`src/set_pkg.sv`:
```
package set_pkg;

	localparam int WinLen   = 50;
	localparam int SampleW  = 16;
	localparam int LenW     = 13;
	localparam int ShiftW   = 5;
	localparam int WeightW  = 8;
	localparam int CountW   = 8;
	localparam int OffW     = 3;
	localparam int CfgAddrW = 3;
	localparam int IdxW     = 14;
	localparam int ValOutW  = 29;
	localparam int RefOutW  = 41;

	localparam int SumW   = $clog2(WinLen * (2 ** (SampleW - 1)) + 1);
	localparam int WvRawW = SumW + WeightW;
	localparam int WvW    = (WvRawW > ValOutW) ? WvRawW : ValOutW;
	localparam int AccRaw = WvW + LenW + 1;
	localparam int AccW   = (AccRaw > RefOutW) ? AccRaw : RefOutW;

	localparam logic [IdxW-1:0] IdxDone = '1;

	localparam logic [CfgAddrW-1:0] CFG_LEARN_LEN       = 3'd0;
	localparam logic [CfgAddrW-1:0] CFG_THRESHOLD_SHIFT = 3'd1;
	localparam logic [CfgAddrW-1:0] CFG_DIFF_WEIGHT     = 3'd2;
	localparam logic [CfgAddrW-1:0] CFG_PRE_COUNT_MIN   = 3'd3;
	localparam logic [CfgAddrW-1:0] CFG_TRIG_COUNT_MIN  = 3'd4;
	localparam logic [CfgAddrW-1:0] CFG_OFF_SHIFT       = 3'd5;

	localparam logic [LenW-1:0]    RstLearnLen  = 13'd1000;
	localparam logic [ShiftW-1:0]  RstThrShift  = 5'd9;
	localparam logic [WeightW-1:0] RstWeight    = 8'd50;
	localparam logic [CountW-1:0]  RstPreMin    = 8'd6;
	localparam logic [CountW-1:0]  RstTrigMin   = 8'd50;
	localparam logic [OffW-1:0]    RstOffShift  = 3'd1;

	typedef enum logic [1:0] {
		PH_FILL   = 2'd0,
		PH_LEARN  = 2'd1,
		PH_DETECT = 2'd2
	} phase_t;

	typedef struct packed {
		logic [LenW-1:0]    learn_len;
		logic [ShiftW-1:0]  threshold_shift;
		logic [WeightW-1:0] diff_weight;
		logic [CountW-1:0]  pre_count_min;
		logic [CountW-1:0]  trig_count_min;
		logic [OffW-1:0]    off_shift;
	} cfg_t;

	typedef struct packed {
		logic [WvW-1:0]    wv;
		logic              window_valid;
		phase_t            phase;
		logic [AccW-1:0]   reference;
		logic [CountW-1:0] run_count;
		logic              event_res;
		logic              recording;
	} res_t;

endpackage

```
`src/set_window.sv`:
```
module set_window import set_pkg::*; (
	input  logic                      clk,
	input  logic                      arst_n,
	input  logic                      load,
	input  logic signed [SampleW-1:0] sample,
	output logic [SumW-1:0]           abs_sum,
	output logic [SumW-1:0]           diff_sum
);

	logic signed [SampleW-1:0] win_q [WinLen];
	logic signed [SampleW-1:0] departed_q;
	logic [SumW-1:0]           abs_sum_s2;
	logic [SumW-1:0]           diff_sum_s2;
	logic [SampleW-1:0]        mag_new;
	logic [SampleW-1:0]        mag_old;
	logic [SampleW-1:0]        mag_last;
	logic [SampleW-1:0]        mag_dep;
	logic [SumW-1:0]           abs_nxt;
	logic [SumW-1:0]           diff_nxt;

	function automatic logic [SampleW-1:0] mag(input logic signed [SampleW-1:0] v);
		mag = v[SampleW-1] ? (~v + 1'b1) : v;
	endfunction

	function automatic logic [SampleW-1:0] adiff(input logic [SampleW-1:0] a,
		input logic [SampleW-1:0] b);
		adiff = (a > b) ? (a - b) : (b - a);
	endfunction

	always_comb begin
		mag_new  = mag(sample);
		mag_old  = mag(win_q[0]);
		mag_last = mag(win_q[WinLen-1]);
		mag_dep  = mag(departed_q);
		abs_nxt  = abs_sum_s2 - SumW'(mag_old) + SumW'(mag_new);
		diff_nxt = diff_sum_s2 - SumW'(adiff(mag_dep, mag_old))
			+ SumW'(adiff(mag_last, mag_new));
	end

	always_ff @(posedge clk or negedge arst_n) begin
		if (!arst_n) begin
			for (int i = 0; i < WinLen; i++) begin
				win_q[i] <= '0;
			end
			departed_q  <= '0;
			abs_sum_s2  <= '0;
			diff_sum_s2 <= '0;
		end else if (load) begin
			for (int i = 0; i < WinLen - 1; i++) begin
				win_q[i] <= win_q[i+1];
			end
			win_q[WinLen-1] <= sample;
			departed_q      <= win_q[0];
			abs_sum_s2      <= abs_nxt;
			diff_sum_s2     <= diff_nxt;
		end
	end

	assign abs_sum  = abs_sum_s2;
	assign diff_sum = diff_sum_s2;

endmodule

```
`src/set_detect.sv`:
```
module set_detect import set_pkg::*; (
	input  logic           clk,
	input  logic           arst_n,
	input  logic           load,
	input  logic [WvW-1:0] wv,
	input  cfg_t           cfg,
	output res_t           res
);

	logic [IdxW-1:0]   idx_q;
	logic [AccW-1:0]   acc_q;
	logic [AccW-1:0]   ref_q;
	logic [CountW-1:0] cnt_q;
	logic              rec_q;
	logic [WvW-1:0]    wv_s4;
	logic              valid_s4;
	phase_t            phase_s4;
	logic              event_s4;

	logic [IdxW-1:0]   idx_n;
	logic [AccW-1:0]   acc_n;
	logic [AccW-1:0]   ref_n;
	logic [CountW-1:0] cnt_n;
	logic              rec_n;
	logic              vld;
	phase_t            ph;
	logic              ev;
	logic              rose;
	logic [IdxW-1:0]   last;
	logic              at_last;
	logic [CountW-1:0] need;
	logic [AccW-1:0]   wv_ext;
	logic [AccW-1:0]   acc_sum;
	logic [AccW-1:0]   off_lvl;

	always_comb begin
		idx_n   = idx_q;
		acc_n   = acc_q;
		ref_n   = ref_q;
		cnt_n   = cnt_q;
		rec_n   = rec_q;
		vld     = 1'b0;
		ph      = PH_FILL;
		ev      = 1'b0;
		rose    = 1'b0;
		last    = IdxW'(WinLen - 1) + IdxW'(cfg.learn_len);
		at_last = (idx_q >= last);
		need    = (cfg.pre_count_min > cfg.trig_count_min) ? cfg.pre_count_min
			: cfg.trig_count_min;
		if (need == '0) begin
			need = CountW'(1);
		end
		wv_ext  = AccW'(wv);
		acc_sum = acc_q + (at_last ? (wv_ext << 1) : wv_ext);
		off_lvl = ref_q >> cfg.off_shift;

		priority if (idx_q < IdxW'(WinLen - 1)) begin
			idx_n = idx_q + 1'b1;
		end else if (idx_q == IdxW'(WinLen - 1)) begin
			vld   = 1'b1;
			idx_n = idx_q + 1'b1;
		end else if (idx_q != IdxDone) begin
			vld   = 1'b1;
			ph    = PH_LEARN;
			acc_n = acc_sum;
			if (at_last) begin
				ref_n = acc_sum >> cfg.threshold_shift;
				idx_n = IdxDone;
			end else begin
				idx_n = idx_q + 1'b1;
			end
		end else begin
			vld = 1'b1;
			ph  = PH_DETECT;
			if (wv_ext >= ref_q) begin
				if (cnt_q != '1) begin
					cnt_n = cnt_q + 1'b1;
					rose  = 1'b1;
				end
			end else begin
				cnt_n = '0;
			end
			if (rose && cnt_n == need) begin
				ev    = 1'b1;
				rec_n = 1'b1;
			end
			if (rec_n && wv_ext <= off_lvl) begin
				rec_n = 1'b0;
			end
		end
	end

	always_ff @(posedge clk or negedge arst_n) begin
		if (!arst_n) begin
			idx_q    <= '0;
			acc_q    <= '0;
			ref_q    <= '0;
			cnt_q    <= '0;
			rec_q    <= 1'b0;
			valid_s4 <= 1'b0;
			phase_s4 <= PH_FILL;
			event_s4 <= 1'b0;
		end else if (load) begin
			idx_q    <= idx_n;
			acc_q    <= acc_n;
			ref_q    <= ref_n;
			cnt_q    <= cnt_n;
			rec_q    <= rec_n;
			valid_s4 <= vld;
			phase_s4 <= ph;
			event_s4 <= ev;
		end
	end

	always_ff @(posedge clk) begin
		if (load) begin
			wv_s4 <= vld ? wv : '0;
		end
	end

	always_comb begin
		res.wv           = wv_s4;
		res.window_valid = valid_s4;
		res.phase        = phase_s4;
		res.reference    = ref_q;
		res.run_count    = cnt_q;
		res.event_res    = event_s4;
		res.recording    = rec_q;
	end

`ifndef SYNTHESIS
	a_done_holds: assert property (@(posedge clk) disable iff (!arst_n)
		idx_q == IdxDone |=> idx_q == IdxDone)
		else $error("learning done mark left");
	a_count_idle: assert property (@(posedge clk) disable iff (!arst_n)
		idx_q != IdxDone |-> cnt_q == '0 && !rec_q)
		else $error("count or recording active before detection");
`endif

endmodule

```
`src/seismic_event_trigger_top.sv`:
```
// Seismic event trigger, one signed 16-bit sample per input beat.
// Input channel: sample with in_valid/in_ready. Output channel: one result beat
// per input beat with out_valid/out_ready, carrying the window value, phase,
// learned reference level, consecutive count, event pulse and recording flag.
// Configuration: cfg_wen writes cfg_wdata into the register at cfg_addr in the
// same edge; write only while no beat is in flight.
// Path: an accepted beat passes the input register, the running-sum stage, the
// window-value multiply stage and the result register, then shows on out_valid.
// Throughput: one beat per cycle while out_ready stays high, set by the
// combinational update of the running sums and of the learning/detection state.
// Stall: each stage holds while the one after it is full and stalled; empty
// stages still fill, so up to four beats are held before in_ready drops.
// Reset: arst_n clears the sample window, sums, learning state and count, and
// loads the configuration defaults; the window then refills over the first
// 50 beats, after which learning runs for learn_len beats.
module seismic_event_trigger_top import set_pkg::*; (
	input  logic                      clk,
	input  logic                      arst_n,
	input  logic                      in_valid,
	output logic                      in_ready,
	input  logic signed [SampleW-1:0] sample,
	output logic                      out_valid,
	input  logic                      out_ready,
	output logic [ValOutW-1:0]        window_value,
	output logic                      window_valid,
	output logic [1:0]                phase,
	output logic [RefOutW-1:0]        reference_level,
	output logic [CountW-1:0]         run_count,
	output logic                      event_res,
	output logic                      recording,
	input  logic                      cfg_wen,
	input  logic [CfgAddrW-1:0]       cfg_addr,
	input  logic [LenW-1:0]           cfg_wdata
);

	cfg_t                      cfg_q;
	logic                      v1_q;
	logic                      v2_q;
	logic                      v3_q;
	logic                      v4_q;
	logic signed [SampleW-1:0] sample_s1;
	logic [WvW-1:0]            wv_s3;
	logic [SumW-1:0]           abs_sum;
	logic [SumW-1:0]           diff_sum;
	logic                      load2;
	logic                      load3;
	logic                      load4;
	res_t                      res;

	always_ff @(posedge clk or negedge arst_n) begin
		if (!arst_n) begin
			cfg_q.learn_len       <= RstLearnLen;
			cfg_q.threshold_shift <= RstThrShift;
			cfg_q.diff_weight     <= RstWeight;
			cfg_q.pre_count_min   <= RstPreMin;
			cfg_q.trig_count_min  <= RstTrigMin;
			cfg_q.off_shift       <= RstOffShift;
		end else if (cfg_wen) begin
			unique case (cfg_addr)
				CFG_LEARN_LEN:       cfg_q.learn_len       <= cfg_wdata;
				CFG_THRESHOLD_SHIFT: cfg_q.threshold_shift <= cfg_wdata[ShiftW-1:0];
				CFG_DIFF_WEIGHT:     cfg_q.diff_weight     <= cfg_wdata[WeightW-1:0];
				CFG_PRE_COUNT_MIN:   cfg_q.pre_count_min   <= cfg_wdata[CountW-1:0];
				CFG_TRIG_COUNT_MIN:  cfg_q.trig_count_min  <= cfg_wdata[CountW-1:0];
				CFG_OFF_SHIFT:       cfg_q.off_shift       <= cfg_wdata[OffW-1:0];
				default: begin
				end
			endcase
		end
	end

	always_comb begin
		load4    = v3_q && (!v4_q || out_ready);
		load3    = v2_q && (!v3_q || load4);
		load2    = v1_q && (!v2_q || load3);
		in_ready = !v1_q || load2;
	end

	always_ff @(posedge clk or negedge arst_n) begin
		if (!arst_n) begin
			v1_q <= 1'b0;
			v2_q <= 1'b0;
			v3_q <= 1'b0;
			v4_q <= 1'b0;
		end else begin
			if (in_valid && in_ready) begin
				v1_q <= 1'b1;
			end else if (load2) begin
				v1_q <= 1'b0;
			end
			if (load2) begin
				v2_q <= 1'b1;
			end else if (load3) begin
				v2_q <= 1'b0;
			end
			if (load3) begin
				v3_q <= 1'b1;
			end else if (load4) begin
				v3_q <= 1'b0;
			end
			if (load4) begin
				v4_q <= 1'b1;
			end else if (out_ready) begin
				v4_q <= 1'b0;
			end
		end
	end

	always_ff @(posedge clk) begin
		if (in_valid && in_ready) begin
			sample_s1 <= sample;
		end
		if (load3) begin
			wv_s3 <= WvW'(abs_sum) + WvW'(cfg_q.diff_weight) * WvW'(diff_sum);
		end
	end

	set_window u_window (
		.clk      (clk),
		.arst_n   (arst_n),
		.load     (load2),
		.sample   (sample_s1),
		.abs_sum  (abs_sum),
		.diff_sum (diff_sum)
	);

	set_detect u_detect (
		.clk    (clk),
		.arst_n (arst_n),
		.load   (load4),
		.wv     (wv_s3),
		.cfg    (cfg_q),
		.res    (res)
	);

	assign out_valid       = v4_q;
	assign window_value    = res.wv[ValOutW-1:0];
	assign window_valid    = res.window_valid;
	assign phase           = res.phase;
	assign reference_level = res.reference[RefOutW-1:0];
	assign run_count       = res.run_count;
	assign event_res       = res.event_res;
	assign recording       = res.recording;

`ifndef SYNTHESIS
	a_fill_zero: assert property (@(posedge clk) disable iff (!arst_n)
		out_valid && !window_valid |-> window_value == '0 && phase == PH_FILL)
		else $error("window value shown before window full");
	a_event_detect: assert property (@(posedge clk) disable iff (!arst_n)
		out_valid && event_res |-> phase == PH_DETECT && run_count != '0)
		else $error("event outside detection");
	a_ready_full: assert property (@(posedge clk) disable iff (!arst_n)
		!in_ready |-> v1_q && v2_q && v3_q && v4_q)
		else $error("input stalled with an empty stage");
`endif

endmodule
```
`config.mk`:
```
export PLATFORM = sky130hd
export DESIGN_NAME = seismic_event_trigger_top
export DESIGN_NICKNAME = d
export VERILOG_FILES = /design/src/set_pkg.sv /design/src/set_window.sv /design/src/set_detect.sv /design/src/seismic_event_trigger_top.sv
export SDC_FILE = /design/constraint.sdc
export NUM_CORES = 2
export LEC_CHECK = 0
export ABC_AREA = 0
export BUFFER_PORTS_ARGS = -buffer_cell sky130_fd_sc_hd__buf_2
export CORE_ASPECT_RATIO = 2
export CORE_UTILIZATION = 46
export DETAILED_ROUTE_END_ITERATION = 6
export PLACE_DENSITY = 0.59
export SETUP_SLACK_MARGIN = 0.5
export SYNTH_ARGS = -nofsm -noshare
export SYNTH_HDL_FRONTEND = slang
export SYNTH_SLANG_ARGS = --single-unit
```
`constraint.sdc`:
```
create_clock -name clk -period 10.52 [get_ports clk]
set_input_delay 1.052 -clock clk [delete_from_list [all_inputs] [get_ports clk]]
set_output_delay 1.052 -clock clk [all_outputs]
set_load 0.005 [all_outputs]
```
Yosys cells after proc, flatten, opt, wreduce, memory -nomap -nowiden
Cells that the tools add are included.
{"block": "word_totals", "regBits": 1094, "inputBits": 37, "out_inout_bits": 85, "word_cells": 192}
{"block": "classes", "add_sub_neg": 17, "multipliers": 1, "magnitude_cmp": 7, "n_eq_ne": 9, "n_shift": 2, "n_mux": 44, "n_bitwise": 7, "reduce_logical": 31}
{"op": "$mux 16", "n": 6}
{"op": "$add 16x1->16 const B", "n": 4}
{"op": "$not 16->16", "n": 4}
{"op": "$sub 16x16->16", "n": 4}
{"op": "$mux 14", "n": 4}
{"op": "$mux 8", "n": 7}
{"op": "$add 43x43->43", "n": 1}
{"op": "$ge 29x43->1", "n": 1}
{"op": "$le 29x43->1", "n": 1}
{"op": "$shr 43x3->43", "n": 1}
{"op": "$shr 43x5->43", "n": 1}
{"op": "$add 21x16->21", "n": 2}
{"op": "$sub 21x16->21", "n": 2}
{"op": "$gt 16x16->1", "n": 2}
{"op": "$mux 30", "n": 1}
{"op": "$add 21x29->29", "n": 1}
{"op": "$mul 8x21->29", "n": 1}
{"op": "$mux 1", "n": 23}
{"op": "$add 14x1->14 const B", "n": 1}
{"op": "$add 6x13->14 const A", "n": 1}
{"op": "$eq 14x6->1 const B", "n": 1}
{"op": "$ge 14x14->1", "n": 1}
{"op": "$lt 14x6->1 const B", "n": 1}
{"op": "$ne 14x14->1 const B", "n": 1}
{"op": "other kinds (19)", "n": 46}

Logic depth before layout (Yosys ltp)
{"block": "logic_depth", "depth_word": 14, "ltp_mapped": 33, "ltp_nobuf": 30}

By module
A second synthesis with hierarchy kept.
{"block": "hier_totals", "hier_cells": 5421, "area_unflattened_um2": 62660.1}
{"module": "set_window", "instances": 1, "cells_each": 2721, "area_each_um2": 38097.8, "seq_area_each_um2": 21470.6}
{"module": "set_detect", "instances": 1, "cells_each": 1821, "area_each_um2": 15324.7, "seq_area_each_um2": 3698.5}
{"module": "seismic_event_trigger_top", "instances": 1, "cells_each": 879, "area_each_um2": 9237.6, "seq_area_each_um2": 2598.7}

Worst setup path after synthesis
OpenSTA, ideal clock, no wires.
{"block": "synth_timing", "path_kind": "flip-flop to flip-flop", "start": "reg u_window.win_q[784] (netlist name)", "end": "reg u_window.diff_sum_s2[19] (netlist: u_window.diff_sum[19])", "setup_ns": 0.134, "arrival_ns": 7.309, "required_ns": 10.386, "slack_ns": 3.078, "path_stages_with_launch": 29, "n_path_buf": 3, "period_less_slack_ns": 7.442, "cell_sequence": "dfrtp_1 -> or3_1 -> or4_1 -> o41ai_1 -> xor2_1 -> ha_1 -> clkbuf_1 -> nand2_1 -> nor2_1 -> nand3_1 -> or3_1 -> o211ai_1 -> clkbuf_1 -> clkbuf_1 -> mux2_2 -> fa_1 -> inv_1 -> ha_1 -> a21o_1 -> a21o_1 -> a2111oi_0 -> nor3_1 -> a211oi_1 -> nor3_1 -> o41ai_1 -> a21oi_1 -> a21oi_1 -> xor2_1 -> o21ai_0"}
{"block": "synth_via", "elab_chain_len": 7, "word_cells_on_any_way": 9, "cone_classes": "add/sub: 5; order compare: 1; mux: 2; bitwise: 1"}
{"item": "start, declared", "line": "set_window.sv:10", "text": "logic signed [SampleW-1:0] win_q [WinLen];"}
{"item": "start signal, assigned by index", "line": "set_window.sv:50", "text": "win_q[i] <= win_q[i+1];"}
{"item": "start signal, assigned by index", "line": "set_window.sv:52", "text": "win_q[WinLen-1] <= sample;"}
{"item": "$not 16->16", "line": "set_window.sv:22", "text": "mag = v[SampleW-1] ? (~v + 1'b1) : v;"}
{"item": "$add 16x1->16", "line": "set_window.sv:22"}
{"item": "$mux 16 *", "line": "set_window.sv:22"}
{"item": "$sub 16x16->16 or $gt 16x16->1 (tied branches)", "line": "set_window.sv:27", "text": "adiff = (a > b) ? (a - b) : (b - a);"}
{"item": "$mux 16 *", "line": "set_window.sv:27"}
{"item": "$sub 21x16->21 *", "line": "set_window.sv:36", "text": "diff_nxt = diff_sum_s2 - SumW'(adiff(mag_dep, mag_old))"}
{"item": "$add 21x16->21 *", "line": "set_window.sv:37", "text": "+ SumW'(adiff(mag_last, mag_new));"}
{"item": "end signal, assigned", "line": "set_window.sv:55", "text": "diff_sum_s2 <= diff_nxt;"}
{"item": "end, declared", "line": "set_window.sv:13", "text": "logic [SumW-1:0] diff_sum_s2;"}
Every way passes the cells marked *; elsewhere a longest branch is shown, timed or not.
A chain may end at the register's enable or synchronous reset.

Final worst setup path
{"block": "layout_timing", "start": "reg sample_s1[0]", "end": "reg u_window.diff_sum_s2[19] (netlist: u_window.diff_sum[19])"}
{"block": "layout_via", "elab_chain_len": 6, "word_cells_on_any_way": 8, "cone_classes": "add/sub: 4; order compare: 1; mux: 2; bitwise: 1"}
{"item": "start, declared", "line": "seismic_event_trigger_top.sv:41", "text": "logic signed [SampleW-1:0] sample_s1;"}
{"item": "start signal, assigned", "line": "seismic_event_trigger_top.sv:111", "text": "sample_s1 <= sample;"}
{"item": "$not 16->16", "line": "set_window.sv:22"}
{"item": "$add 16x1->16", "line": "set_window.sv:22"}
{"item": "$mux 16 *", "line": "set_window.sv:22"}
{"item": "$sub 16x16->16 or $gt 16x16->1 (tied branches)", "line": "set_window.sv:27"}
{"item": "$mux 16 *", "line": "set_window.sv:27"}
{"item": "$add 21x16->21 *", "line": "set_window.sv:37"}
Marked as above.

==> metrics <==
Area Growth Syn to Fin=8.05%; CTS tree=built; clock buffer depth=3; kind of critical path=flop to flop; FF+latch count, synth=1094; Worst-Margin Slew=1.21 ns; number of synthesized flops with an enable pin=74; filler instances=12800; synthesized area per cell=8.83 sq um; post-layout min period=8.32 ns; fin util=0.502; IO Pins=122; share of cells above drive strength 1=0.0768; R2R Path End=u_window.diff_sum[19]; drt total wl=172000 um; Crit Path Max Fanout=15; peak supply drop=0.000303 V; Sink Count=1094; Critical Path Sink Type=flop; RSZ-0062 raised after global routing=false; synth warn=0; Sw Ratio=0.444; Top FF cell, synth=dfrtp_1; vias in the first global route=48000; Clk pwr share=0.162; crit share post-route=0.790; Vias/cell=5.34; nets@finish=7372; startpoint types=flop; achievable clock frequency=120 MHz; final hold slack=0.286 ns; Final TNS setup=0 ns; grt peak-use layer=met2; initial antenna violation count=4; Post-route DRC=0; leak pwr=35.0 nW; core area=134000 sq um; run status=completed; max cap viols=0; Detailed Place HPWL=126000 um; Die W=262 um; P_sw=0.0109 W; Required @ worst endpoint=11.10 ns; sequential share of the synthesized area=0.446; Worst EP arrival=8.89 ns; Final Slew Violations=0; Syn Inst Count=7050; DR iter-0 viols=3293; FFs w/ async S/R, synth=0.932; grt met2 use=0.474; GRT Overall Usage=0.256; Hold Path Class=input port to asynchronous set/reset pin; reg2reg start=sample_s1[0]; Crit path largest cell delay=0.68 ns; flop2flop setup slack=2.20 ns; clock-pin slew on the worst setup and hold paths=0.07 ns; post-CTS setup buffers=0; CTS Buf Count=102; worst r2r path cells=29; # rows=190; Unique masters post-synth=101; IO buf count=121; sequential share of power=0.266; cell family with most CP delay=compound AO/OA/AOI/OAI gates; Post-CTS Resized=0; antenna viol nets, final=0; met1 GRT Util=0.265; area of the multi-input gates=31200 sq um; DRT Pass-1 Iters=5; first-pass GRT wire length=270000 um; GRT met3 Usage=0.0321; Remaining Overflow, GRT=0; Routed WL per cell=19.8 um; die area=137000 sq um; gpl congestion=0.962; Final Hold Viols=0; Seq. cell area=27800 sq um; worst clock skew=0.0587 ns; Slew HR=0.175; Slowest-stage cell, CP=o41ai_1; most frequent CP cell=a21oi_1; syn nets=7531; dpl cells=8515; H-tree depth=3; pre-CTS WS=2.26 ns; Final Worst Setup Slack=2.20 ns; post-route insts no fill=8707; Int Pwr=0.0137 W; clk_lat worst skew=0.76 ns; vias=46500; # setup viols final=0; chip height=522 um; largest net degree at the start of global routing=246; root buf cell=clkbuf_16; WP buf/inv=3; Starting Density=0.464; combinational share of power=0.572; Mapped Area=62300 sq um; # hold bufs at CTS=0; PD cells=365 nW/um^2
worst max-delay path by stage:
stage,startpoint,end,slack [ns],depth (start not counted)
after floorplan,u_window.win_q[784],u_window.diff_sum[19],3.08,28
after global placement,sample_s1[0],u_window.diff_sum[19],2.28,29
after detailed placement,sample_s1[0],u_window.diff_sum[19],2.26,29
after CTS,sample_s1[0],u_window.diff_sum[19],2.19,29
after global routing,sample_s1[0],u_window.diff_sum[19],1.56,29
final,sample_s1[0],u_window.diff_sum[19],2.20,29
layer usage:
layer  wire (um)  vias to the layer above  part of all wire
li1            -                    22500                 -
met4       12800                        0             0.074
met5           0                        -                 0
met1       62100                    22700              0.36
met2       92200                      920              0.53
met3        5360                      476             0.031
cells in the mapped netlist, drive strengths merged (10+ instances only):
cell / n / share of area
a31oi: 16 / 0.0016
and2: 116 / 0.012
o21ai: 216 / 0.017
a2111oi: 14 / 0.0021
nand3: 76 / 0.0061
nand4: 43 / 0.0043
mux2: 97 / 0.018
dfrtp: 1003 / 0.40
nor4: 18 / 0.0019
nor2b: 31 / 0.0031
nand2b: 39 / 0.0039
or2: 10 / 0.0010
clkbuf: 312 / 0.019
a211oi: 36 / 0.0047
mux2i: 102 / 0.016
buf: 119 / 0.012
dfstp: 17 / 0.0072
a21oi: 184 / 0.015
and3: 24 / 0.0024
o31ai: 34 / 0.0043
o41ai: 12 / 0.0017
nor3: 61 / 0.0050
edfxtp: 74 / 0.036
a21o: 102 / 0.012
inv: 374 / 0.023
nand2: 2802 / 0.17
nor2: 156 / 0.0094
ha: 272 / 0.055
mux4: 38 / 0.014
fa: 172 / 0.055
o21a: 26 / 0.0031
o2111ai: 10 / 0.0014
o21bai: 22 / 0.0027
o211ai: 28 / 0.0035
or4: 12 / 0.0014
xor2: 78 / 0.011
xnor2: 130 / 0.018
or3: 25 / 0.0025
logic make-up after synthesis:
| kind of cell | share of synthesized area |
|---|---|
| flops | 0.446 |
| mux | 0.0477 |
| simple gates | 0.226 |
| fa+ha+maj | 0.110 |
| xor+xnor | 0.0293 |
| buf+inv | 0.0538 |
| compound gates | 0.0871 |
through the flow:
| stage | power [W] | instance area, sq um |
|---|---|---|
| after global placement | 0.0205 | 63600 |
| final | 0.0246 | 67300 |
| after detailed placement | 0.0207 | 63600 |
| after global routing | 0.0267 | 67300 |
| after floorplan | 0.0169 | 62300 |
| after CTS | 0.0248 | 67300 |
sequential cells by signal (all words and copies together) (netlist names), 8 cells and up:
| signal | flops |
|---|---|
| u_detect.idx_q | 14 |
| u_window.abs_sum | 21 |
| u_detect.ref_q | 43 |
| u_window.diff_sum | 21 |
| u_window.win_q | 800 |
| u_detect.cnt_q | 8 |
| cfg_q | 45 |
| u_detect.wv_s4 | 29 |
| wv_s3 | 29 |
| u_window.departed_q | 16 |
| u_detect.acc_q | 43 |
| sample_s1 | 16 |
power by group through the flow:
stage	clock network, W	logic, W	registers [W]
after floorplan	0	0.0108	0.00610
after global placement	0	0.0139	0.00657
after detailed placement	0	0.0141	0.00660
after CTS	0.00411	0.0142	0.00652
after global routing	0.00426	0.0158	0.00664
final	0.00398	0.0141	0.00653
layout make-up:
cell class                      instances  share of cell area
Sequential cell                      1094               0.413
Multi-Input combinational cell       5149               0.464
Timing Repair Buffer                  168              0.0163
Antenna cell                            3            0.000112
Clock buffer                          143              0.0440
Inverter                              376              0.0210
Clock inverter                         46             0.00999
Tap cell                             1728              0.0321
layout by cell type, fill, tap and decap left out, types with 13 or more instances in the layout:
cell type,n
inv_1,372
xor2_1,78
mux2_2,95
clkinv_2,13
or3_1,25
nand2b_1,39
buf_2,120
a31oi_1,16
edfxtp_1,74
nand3_1,75
mux2i_1,102
dfrtp_1,1002
a211oi_1,32
o21ai_1,17
clkbuf_8,23
clkbuf_16,103
clkbuf_1,17
buf_4,37
nor3_1,59
a21oi_1,183
mux4_2,38
nor4_1,16
xnor2_1,130
o21a_1,26
nand4_1,43
nand2_1,2801
nor2b_1,31
nor2_1,156
ha_1,272
and3_1,24
fa_1,172
o21ai_0,196
a21o_1,102
and2_1,114
o21bai_1,22
o31ai_1,32
o211ai_1,27
dfstp_2,17
(Power assumes the default switching activity.)
